## config.mk

```make
export PLATFORM = sky130hd
export DESIGN_NAME = decimal_digit_emitter_blanking
export DESIGN_NICKNAME = d
export VERILOG_FILES = /design/src/hdl/dde_pkg.sv /design/src/hdl/dde_dabble.sv /design/src/hdl/decimal_digit_emitter_blanking.sv
export SDC_FILE = /design/constraint.sdc
export NUM_CORES = 1
export LEC_CHECK = 0
export ABC_AREA = 1
export BUFFER_PORTS_ARGS = -buffer_cell sky130_fd_sc_hd__buf_2
export CORE_ASPECT_RATIO = 0.8
export CORE_MARGIN = 5
export CORE_UTILIZATION = 30
export CTS_CLUSTER_DIAMETER = 150
export DETAILED_ROUTE_END_ITERATION = 10
export PLACE_DENSITY = 0.59
export SYNTH_ARGS = -nofsm -noshare
export SYNTH_HDL_FRONTEND = slang
export SYNTH_SLANG_ARGS = --single-unit
```

## constraint.sdc

```tcl
create_clock -name clk_i -period 1.6 [get_ports clk_i]
set_clock_uncertainty 0.05 [all_clocks]
set_input_delay 0.08 -clock clk_i [delete_from_list [all_inputs] [get_ports clk_i]]
set_output_delay 0.08 -clock clk_i [all_outputs]
set_load 0.005 [all_outputs]
```

## src/hdl/dde_pkg.sv

```systemverilog
// shared constants for the decimal digit emitter
`timescale 1ns / 1ps
package dde_pkg;

  localparam int unsigned MaxDigitsDef = 10;
  localparam int unsigned NumW         = 32;
  localparam int unsigned CntW         = 4;
  localparam int unsigned ColW         = 8;
  localparam int unsigned RowW         = 8;
  localparam int unsigned CodeW        = 6;
  localparam int unsigned CfgW         = 6;
  localparam int unsigned InDataW      = 56;
  localparam int unsigned OutDataW     = 24;

  localparam logic [CodeW-1:0] CodeSpace   = CodeW'(32);
  localparam logic [CodeW-1:0] CodeZero    = CodeW'(48);
  localparam logic [CfgW-1:0]  GlyphHRst   = CfgW'(16);

endpackage

```

## src/hdl/dde_dabble.sv

```systemverilog
// iterative binary to bcd converter, one shift and add-3 pass per cycle
`timescale 1ns / 1ps
module dde_dabble #(
  parameter int unsigned MAX_DIGITS = dde_pkg::MaxDigitsDef
) (
  input  logic                        clk_i,
  input  logic                        rst_ni,
  input  logic                        start_i,
  input  logic [dde_pkg::NumW-1:0]    number_i,
  output logic                        done_o,
  output logic [MAX_DIGITS*4-1:0]     bcd_o
);
  import dde_pkg::*;

  localparam int unsigned BcdW  = MAX_DIGITS * 4;
  localparam int unsigned StepW = $clog2(NumW);
  localparam logic [StepW-1:0] LastStep = StepW'(NumW - 1);

  logic [NumW-1:0]  bin_q;
  logic [BcdW-1:0]  bcd_q;
  logic [BcdW-1:0]  bcd_adj;
  logic [StepW-1:0] step_q;
  logic             busy_q;
  logic             done_q;

  // add 3 to every digit of 5 or more before the shift
  always_comb begin
    for (int i = 0; i < int'(MAX_DIGITS); i++) begin
      if (bcd_q[i*4 +: 4] >= 4'd5) begin
        bcd_adj[i*4 +: 4] = bcd_q[i*4 +: 4] + 4'd3;
      end else begin
        bcd_adj[i*4 +: 4] = bcd_q[i*4 +: 4];
      end
    end
  end

  always_ff @(posedge clk_i or negedge rst_ni) begin
    if (!rst_ni) begin
      bin_q  <= '0;
      bcd_q  <= '0;
      step_q <= '0;
      busy_q <= 1'b0;
      done_q <= 1'b0;
    end else begin
      done_q <= busy_q && !start_i && (step_q == LastStep);
      if (start_i) begin
        bin_q  <= number_i;
        bcd_q  <= '0;
        step_q <= '0;
        busy_q <= 1'b1;
      end else if (busy_q) begin
        bcd_q  <= {bcd_adj[BcdW-2:0], bin_q[NumW-1]};
        bin_q  <= {bin_q[NumW-2:0], 1'b0};
        step_q <= step_q + StepW'(1);
        if (step_q == LastStep) begin
          busy_q <= 1'b0;
        end
      end
    end
  end

  assign done_o = done_q;
  assign bcd_o  = bcd_q;

endmodule

```

## src/hdl/decimal_digit_emitter_blanking.sv

```systemverilog
// top level: decimal digit emitter with leading-zero blanking
//
// s_axis carries one item: a 32-bit number, a digit count, a start column
// and a row. for each item the block sends one m_axis item per digit, most
// significant first, as an ascii code with its column and row; tlast marks
// the final digit. counts above MAX_DIGITS saturate, a count of zero sends
// nothing. leading zeros become spaces, the final digit is always shown.
// the cfg channel writes the glyph height; digit spacing is half of it.
// the bcd unit converts the number by shift-and-add-3 passes, then one digit
// goes out per cycle while the receiver is ready.
// s_axis_tready is high only while no item is in work, and goes high again
// once the final digit sits in the output register.
// a stalled receiver holds the output register; emission waits for it.
// reset clears the sequencer and the output valid, the glyph height returns to 16.
`timescale 1ns / 1ps
module decimal_digit_emitter_blanking #(
  parameter int unsigned MAX_DIGITS = dde_pkg::MaxDigitsDef
) (
  input  logic                          clk_i,
  input  logic                          rst_ni,
  input  logic                          s_axis_tvalid,
  output logic                          s_axis_tready,
  // number[31:0], digit_count[35:32], start_column[43:36], row[51:44], zero pad
  input  logic [dde_pkg::InDataW-1:0]   s_axis_tdata,
  output logic                          m_axis_tvalid,
  input  logic                          m_axis_tready,
  // char_code[5:0], column[13:6], row_out[21:14], zero pad
  output logic [dde_pkg::OutDataW-1:0]  m_axis_tdata,
  output logic                          m_axis_tlast,
  input  logic                          cfg_valid_i,
  output logic                          cfg_ready_o,
  input  logic [dde_pkg::CfgW-1:0]      cfg_data_i
);
  import dde_pkg::*;

  localparam int unsigned DigIdxW = (MAX_DIGITS > 1) ? $clog2(MAX_DIGITS) : 1;
  localparam logic [CntW-1:0] MaxCnt = CntW'(MAX_DIGITS);

  typedef enum logic [1:0] {
    StIdle,
    StConv,
    StEmit
  } state_e;

  state_e               state_q;
  logic [CfgW-1:0]      glyph_h_q;
  logic [DigIdxW-1:0]   pos_q;
  logic                 shown_q;
  logic [ColW-1:0]      col_q;
  logic [RowW-1:0]      row_q;
  logic                 out_valid_q;
  logic [CodeW-1:0]     out_code_q;
  logic [ColW-1:0]      out_col_q;
  logic [RowW-1:0]      out_row_q;
  logic                 out_last_q;

  logic                 in_fire;
  logic [NumW-1:0]      in_number;
  logic [CntW-1:0]      in_count;
  logic [CntW-1:0]      cnt_sat;
  logic                 conv_done;
  logic [MAX_DIGITS*4-1:0]      conv_bcd;
  logic [MAX_DIGITS-1:0][3:0]   digits;
  logic [3:0]           digit;
  logic                 blank;
  logic [CodeW-1:0]     code_next;
  logic [ColW-1:0]      spacing;
  logic                 out_free;
  logic                 emit;

  assign in_number = s_axis_tdata[NumW-1:0];
  assign in_count  = s_axis_tdata[NumW +: CntW];
  assign cnt_sat   = (in_count > MaxCnt) ? MaxCnt : in_count;
  assign in_fire   = s_axis_tvalid && s_axis_tready;

  assign s_axis_tready = (state_q == StIdle);
  assign cfg_ready_o   = 1'b1;

  dde_dabble #(
    .MAX_DIGITS(MAX_DIGITS)
  ) u_dabble (
    .clk_i   (clk_i),
    .rst_ni  (rst_ni),
    .start_i (in_fire),
    .number_i(in_number),
    .done_o  (conv_done),
    .bcd_o   (conv_bcd)
  );

  assign digits    = conv_bcd;
  assign digit     = digits[pos_q];
  assign blank     = !shown_q && (pos_q != '0) && (digit == 4'd0);
  assign code_next = blank ? CodeSpace : (CodeZero + CodeW'(digit));
  assign spacing   = ColW'(glyph_h_q[CfgW-1:1]);
  assign out_free  = !out_valid_q || m_axis_tready;
  assign emit      = (state_q == StEmit) && out_free;

  always_ff @(posedge clk_i or negedge rst_ni) begin
    if (!rst_ni) begin
      glyph_h_q <= GlyphHRst;
    end else if (cfg_valid_i && cfg_ready_o) begin
      glyph_h_q <= cfg_data_i;
    end
  end

  always_ff @(posedge clk_i or negedge rst_ni) begin
    if (!rst_ni) begin
      state_q     <= StIdle;
      pos_q       <= '0;
      shown_q     <= 1'b0;
      col_q       <= '0;
      row_q       <= '0;
      out_valid_q <= 1'b0;
      out_code_q  <= '0;
      out_col_q   <= '0;
      out_row_q   <= '0;
      out_last_q  <= 1'b0;
    end else begin
      if (emit) begin
        out_valid_q <= 1'b1;
      end else if (m_axis_tready) begin
        out_valid_q <= 1'b0;
      end
      case (state_q)
        StIdle: begin
          if (in_fire && (cnt_sat != '0)) begin
            pos_q   <= DigIdxW'(cnt_sat - CntW'(1));
            shown_q <= 1'b0;
            col_q   <= s_axis_tdata[NumW + CntW +: ColW];
            row_q   <= s_axis_tdata[NumW + CntW + ColW +: RowW];
            state_q <= StConv;
          end
        end
        StConv: begin
          if (conv_done) begin
            state_q <= StEmit;
          end
        end
        StEmit: begin
          if (emit) begin
            out_code_q  <= code_next;
            out_col_q   <= col_q;
            out_row_q   <= row_q;
            out_last_q  <= (pos_q == '0);
            shown_q     <= shown_q || !blank;
            col_q       <= col_q + spacing;
            pos_q       <= pos_q - DigIdxW'(1);
            if (pos_q == '0) begin
              state_q <= StIdle;
            end
          end
        end
        default: begin
          state_q <= StIdle;
        end
      endcase
    end
  end

  assign m_axis_tvalid = out_valid_q;
  assign m_axis_tlast  = out_last_q;
  assign m_axis_tdata  = {(OutDataW - CodeW - ColW - RowW)'(0), out_row_q, out_col_q, out_code_q};

  // emitted code is a space or a decimal digit
  a_code_range: assert property (@(posedge clk_i) disable iff (!rst_ni)
    out_valid_q |-> (out_code_q == CodeSpace) ||
                    ((out_code_q >= CodeZero) && (out_code_q <= CodeZero + CodeW'(9))))
    else $error("emitted code out of range");

  // final digit of a run is never blanked
  a_last_shown: assert property (@(posedge clk_i) disable iff (!rst_ni)
    (out_valid_q && out_last_q) |-> (out_code_q != CodeSpace))
    else $error("final digit blanked");

  // conversion finishes only while the sequencer waits for it or is idle
  a_done_in_conv: assert property (@(posedge clk_i) disable iff (!rst_ni)
    conv_done |-> (state_q == StConv) || (state_q == StIdle))
    else $error("conversion done outside of conversion");

  // emitting the final digit returns the sequencer to idle with tlast set
  a_emit_to_idle: assert property (@(posedge clk_i) disable iff (!rst_ni)
    (state_q == StEmit && out_free && pos_q == '0) |=> (state_q == StIdle && out_last_q))
    else $error("run did not end on its final digit");

endmodule

```

Yosys cells after proc, flatten, opt, wreduce, memory -nomap -nowiden
Index checks and enable logic that the tools add are counted. W data, S select, Z words.

Register bits after elaboration: 132. Input bits: 67. Output and inout bits: 28. Word-level logic and storage cells: 114.

Order comparisons: 12. Equal/unequal tests: 7. Multiplexer cells: 39. Reduce and logical (&&, ||, !) cells: 25. Add/sub/neg operators: 15.

Operator list (count): $mux W40 (2); $mux W32 (2); $mux W4 (13); $ge A4 B3 Y1 const B (10); $add A4 B2 Y4 const B (9); $bmux W4 S4 (1); $mux W8 (2); $pmux W8 S2 (1); $mux W5 (2); $add A8 B5 Y8 (1); $logic_not A4 Y1 (2); $mux W2 (4); $pmux W4 S2 (1); $reduce_bool A4 Y1 (2); $sub A4 B1 Y4 const B (2); $logic_and A1 B1 Y1 (7); $mux W1 (7); $add A5 B5 Y6 const A (1); $mux W6 (1); $ne A2 B1 Y1 const B (3); $pmux W2 S3 (1); $reduce_bool A2 Y1 (3); $add A5 B1 Y5 const B (1); $eq A5 B5 Y1 const B (1); other kinds (14) (19).

Logic depth before layout (Yosys ltp)
Depth after elaboration: 8. Mapped depth: 12. Mapped depth without buffers: 11.

By module
Synthesis repeated with hierarchy kept, for this count alone.

Cell total of the unflattened synthesis: 929. Area, all modules: 7218.2 µm².

Modules (own cells, without submodules): dde_dabble (cells each 527, sequential area each 1976.9 µm², area an instance 4236.6 µm², instances 1); decimal_digit_emitter_blanking (cells each 402, sequential area each 1302.5 µm², area an instance 2981.6 µm², instances 1).

Least setup slack after synthesis
No wires, ideal clock.

Path type: register to register. Start point: register col_q[0]. End point: register col_q[6]. Library setup time: 129 ps. Arrival: 1551 ps. Clock period less this slack: 1730 ps. Buffers on the path: 0. Data required time: 1421 ps. Slack: -130 ps. Stages on the path, launching flop included: 11. Cell sequence: dfrtp_1 > ha_1 > inv_1 > fa_1 > nand3b_1 > nand2_1 > nand2_1 > a21oi_1 > nor2_1 > nor2_1 > o22ai_1.

Cells in the longest elaborated chain, start to end: 3.

RTL lines: from (decl) (RTL line decimal_digit_emitter_blanking.sv:49) `logic [ColW-1:0] col_q;`; from (signal assigned) (RTL line decimal_digit_emitter_blanking.sv:129) `col_q <= s_axis_tdata[NumW + CntW +: ColW];`; from (signal assigned) (RTL line decimal_digit_emitter_blanking.sv:146) `col_q <= col_q + spacing;`; $add A8 B5 Y8 (RTL line decimal_digit_emitter_blanking.sv:146); $mux W8 (RTL line decimal_digit_emitter_blanking.sv:140) `if (emit) begin`; $pmux W8 S2 (RTL line decimal_digit_emitter_blanking.sv:124) `case (state_q)`.

No other way between the ends. The select of a mux whose other input is x is not followed. A chain may end at the register's enable or synchronous reset.

Worst setup path in the final report
Same ends and word-level chain as after synthesis.

==> out/metrics.cfg <==
[run_status]
run_status=finished, violations left
violations=negative setup slack

[sta]
finalSetupViolations=5
fin_crit_ps=1760
max_freq_mhz=568
period_share_pct=110
rsz0062_at_grt=yes
slew_violations=0
fin_hold_ws_ps=116
hold_violations=0
timing.final.ws_setup_ps=-162

[layout]
final_common_cell=nand2_1
final_cell_mix=nand2_1, dfrtp_1, inv_1
area_growth_pct=41.3
drive_above_1_share_pct=27.6
nNetsFinal=1105
post-route-cell-area_um2=9570
antennaDiodeCount=0

[critical_path]
crit_path_start=col_q[0]$_DFFE_PN0P_
crit_end=col_q[6]$_DFFE_PN0P_
crit_path_end_kind=flop
reg2regPathDepth=10
cp_slowest_cell=dfrtp_1
critPathTopFamily=adder cells
cp.depth=10
timing.rr.end=col_q[6]$_DFFE_PN0P_
r2r_slack_ps=-160
worstSetupPathType=flop to flop
arrival_ps=2010
startpoint_type=flop
critical_path_required_ps=1850
r2r-start=col_q[0]$_DFFE_PN0P_
crit_chain=ha_2 > inv_2 > fa_2 > nand3b_1 > nand2_2 > nand2_2 > a21oi_2 > nor2_1 > nor2_1 > o22ai_1
crit_buf_inv=1
max_stage_delay_ps=360
crit_fanout=2

[clock_tree]
cts_buffer_depth=2
insertion_delay_ps=420
cts_tree=built
htreeDepth=4
clock_sinks=131
cts_root_buf=clkbuf_16
clk_pin_slew_ps=70
numCtsBuffers=17

[global_route]
grt_max_degree=48
grt_usage_pct=14.2
grt_pass1_vias=6046
antenna_found_initial=0
gr-total-overflow=0
grt_pass1_wl_um=29500

[placement]
dpl_worst_slack_ps=-144
io_buffer_count=86
place_area_um2=7980
globalplace.congestion=0.847
hpwlAfterDp_um=11900

[power_and_ir_drop]
p_sw_mw=7.31
p_leak_nw=4.64
ir_worst_vdd_mv=0.997
power.density_nw_per_um2=1910
p_int_mw=11.0
power_frac_seq_pct=30.9
clock_power_share_pct=20.8
combPwrFrac_pct=48.3
power.share.switching_pct=40.0

[routing]
drc=0
first_pass_iters=5
routedWlPerCell_um=13.7
wirelength_um=18300
vias=6119
drtIter0Drc=373
antenna_left=0
post_drt_via_cell_ratio=4.61

[floorplan]
core.rowCount=49
core_area_um2=22300
die_area_um2=25700
die_h_um=144
start_util_pct=30.3
die_w_um=178
ios=95

[synthesis]
synth_seq_cells=131
synth.distinct_cells=37
ys_async_sr_fraction_pct=100
yosysWarnings=0
synth_cells=803
seq_area_frac_synth_pct=48.4
synthFlopType=dfrtp_1
syn_area_um2=6770
synth_edf_count=0
synth_area_per_cell_um2=8.43

[worst_hold_path]
hold_path.class=primary input to async pin

[flow_run]
cap_viol_max_count=0

-- sequential cells by signal, indices dropped and copies added, names as in the netlist --
register,count
u_dabble.bcd_o,40
u_dabble.bin_q,32
col_q,8
out_col_q,8
out_row_q,8
row_q,8
out_code_q,6
glyph_h_q,5
u_dabble.step_q,5
pos_q,4
state_q,2
m_axis_tlast,1
m_axis_tvalid,1
shown_q,1
u_dabble.busy_q,1
u_dabble.done_o,1
-- kinds of logic after synthesis --
group	count (synthesis)	synth area share, %
multiplexers	4	0.665
flip-flops	131	48.4
buffers and inverters	148	8.87
AND/OR/NAND/NOR	298	18.8
other	2	0.111
AO/OA/AOI/OAI	177	15.8
adder cells (fa/ha/maj)	29	5.47
XOR/XNOR	14	1.81
-- routing by layer --
metal	vias up	GRT usage (%)	share of wire, %
met3	20	3.29	5.3
met5	-	0	0
met4	0	3.95	1.1
li1	3061	-	-
met2	144	22.0	45
met1	2894	19.9	49
-- stage by stage --
step	cells	total power, mW	setup TNS, ps	utilization, %
after floorplan	804	10.5	-75.9	-
after global placement	1224	13.1	-355	35.8
after detailed placement	1224	13.3	-587	35.8
after CTS	1319	17.4	-200	41.3
after global routing	1328	19.8	-1080	42.9
final	1328	18.3	-393	42.9
-- area by class of cell --
type | instances | area [µm²]
sequential | 131 | 3280
clock inverter | 14 | 145
inverter | 115 | 449
multi-input combinational | 525 | 3140
timing repair buffer | 219 | 1740
tap | 306 | 383
fill | 2204 | 12700
clock buffer | 18 | 429
-- repair_timing --
item	4_1_cts	5_1_grt
endpoints found under the setup margin	9	61
hold buffers	62	0
buffers inserted	1	7
hold endpoints to repair	185	0
gates cloned	0	3
pin swaps	5	16
gates resized for setup	12	64
-- worst reg2reg max path, delay by kind of cell, from the launching register on --
family	cells	cell delay (ps)
buffers and inverters	1	40
adder cells (fa/ha/maj)	2	520
AO/OA/AOI/OAI	2	200
flip-flops	1	360
AND/OR/NAND/NOR	5	460
-- Yosys cell counts (9+ instances only) --
cell type	number	area [µm²]
a21oi_1	11	55.1
buf_2	16	80.1
clkbuf_1	10	37.5
dfrtp_1	130	3250
ha_1	28	350
inv_1	109	409
nand2_1	187	702
nand3_1	58	290
nor2_1	27	101
o211ai_1	16	120
o21ai_0	96	480
o221ai_1	18	158
o22ai_1	16	100
o32ai_1	9	78.8
or2_2	13	81.3
xor2_1	13	114
-- power by group through the flow --
stage / logic [mW] / clock network, mW / registers (mW)
floorplan: 5.03 / 0 / 5.50
global route: 9.94 / 4.07 / 5.82
finish: 8.83 / 3.80 / 5.64
global placement: 7.52 / 0 / 5.60
CTS: 7.89 / 3.92 / 5.60
detailed placement: 7.66 / 0 / 5.61
-- worst min-delay path by stage --
stage | startpoint | endpoint | slack [ps]
5_1_grt | rst_ni | u_dabble.step_q[1]$_DFFE_PN0P_ | 160
6_report | rst_ni | u_dabble.step_q[1]$_DFFE_PN0P_ | 120
2_1_floorplan | rst_ni | col_q[0]$_DFFE_PN0P_ | -270
3_3_place_gp | rst_ni | u_dabble.step_q[3]$_DFFE_PN0P_ | 20
4_1_cts | rst_ni | u_dabble.step_q[1]$_DFFE_PN0P_ | 130
3_5_place_dp | rst_ni | u_dabble.step_q[3]$_DFFE_PN0P_ | 20
No activity file was read; power rests on OpenSTA's default activity.
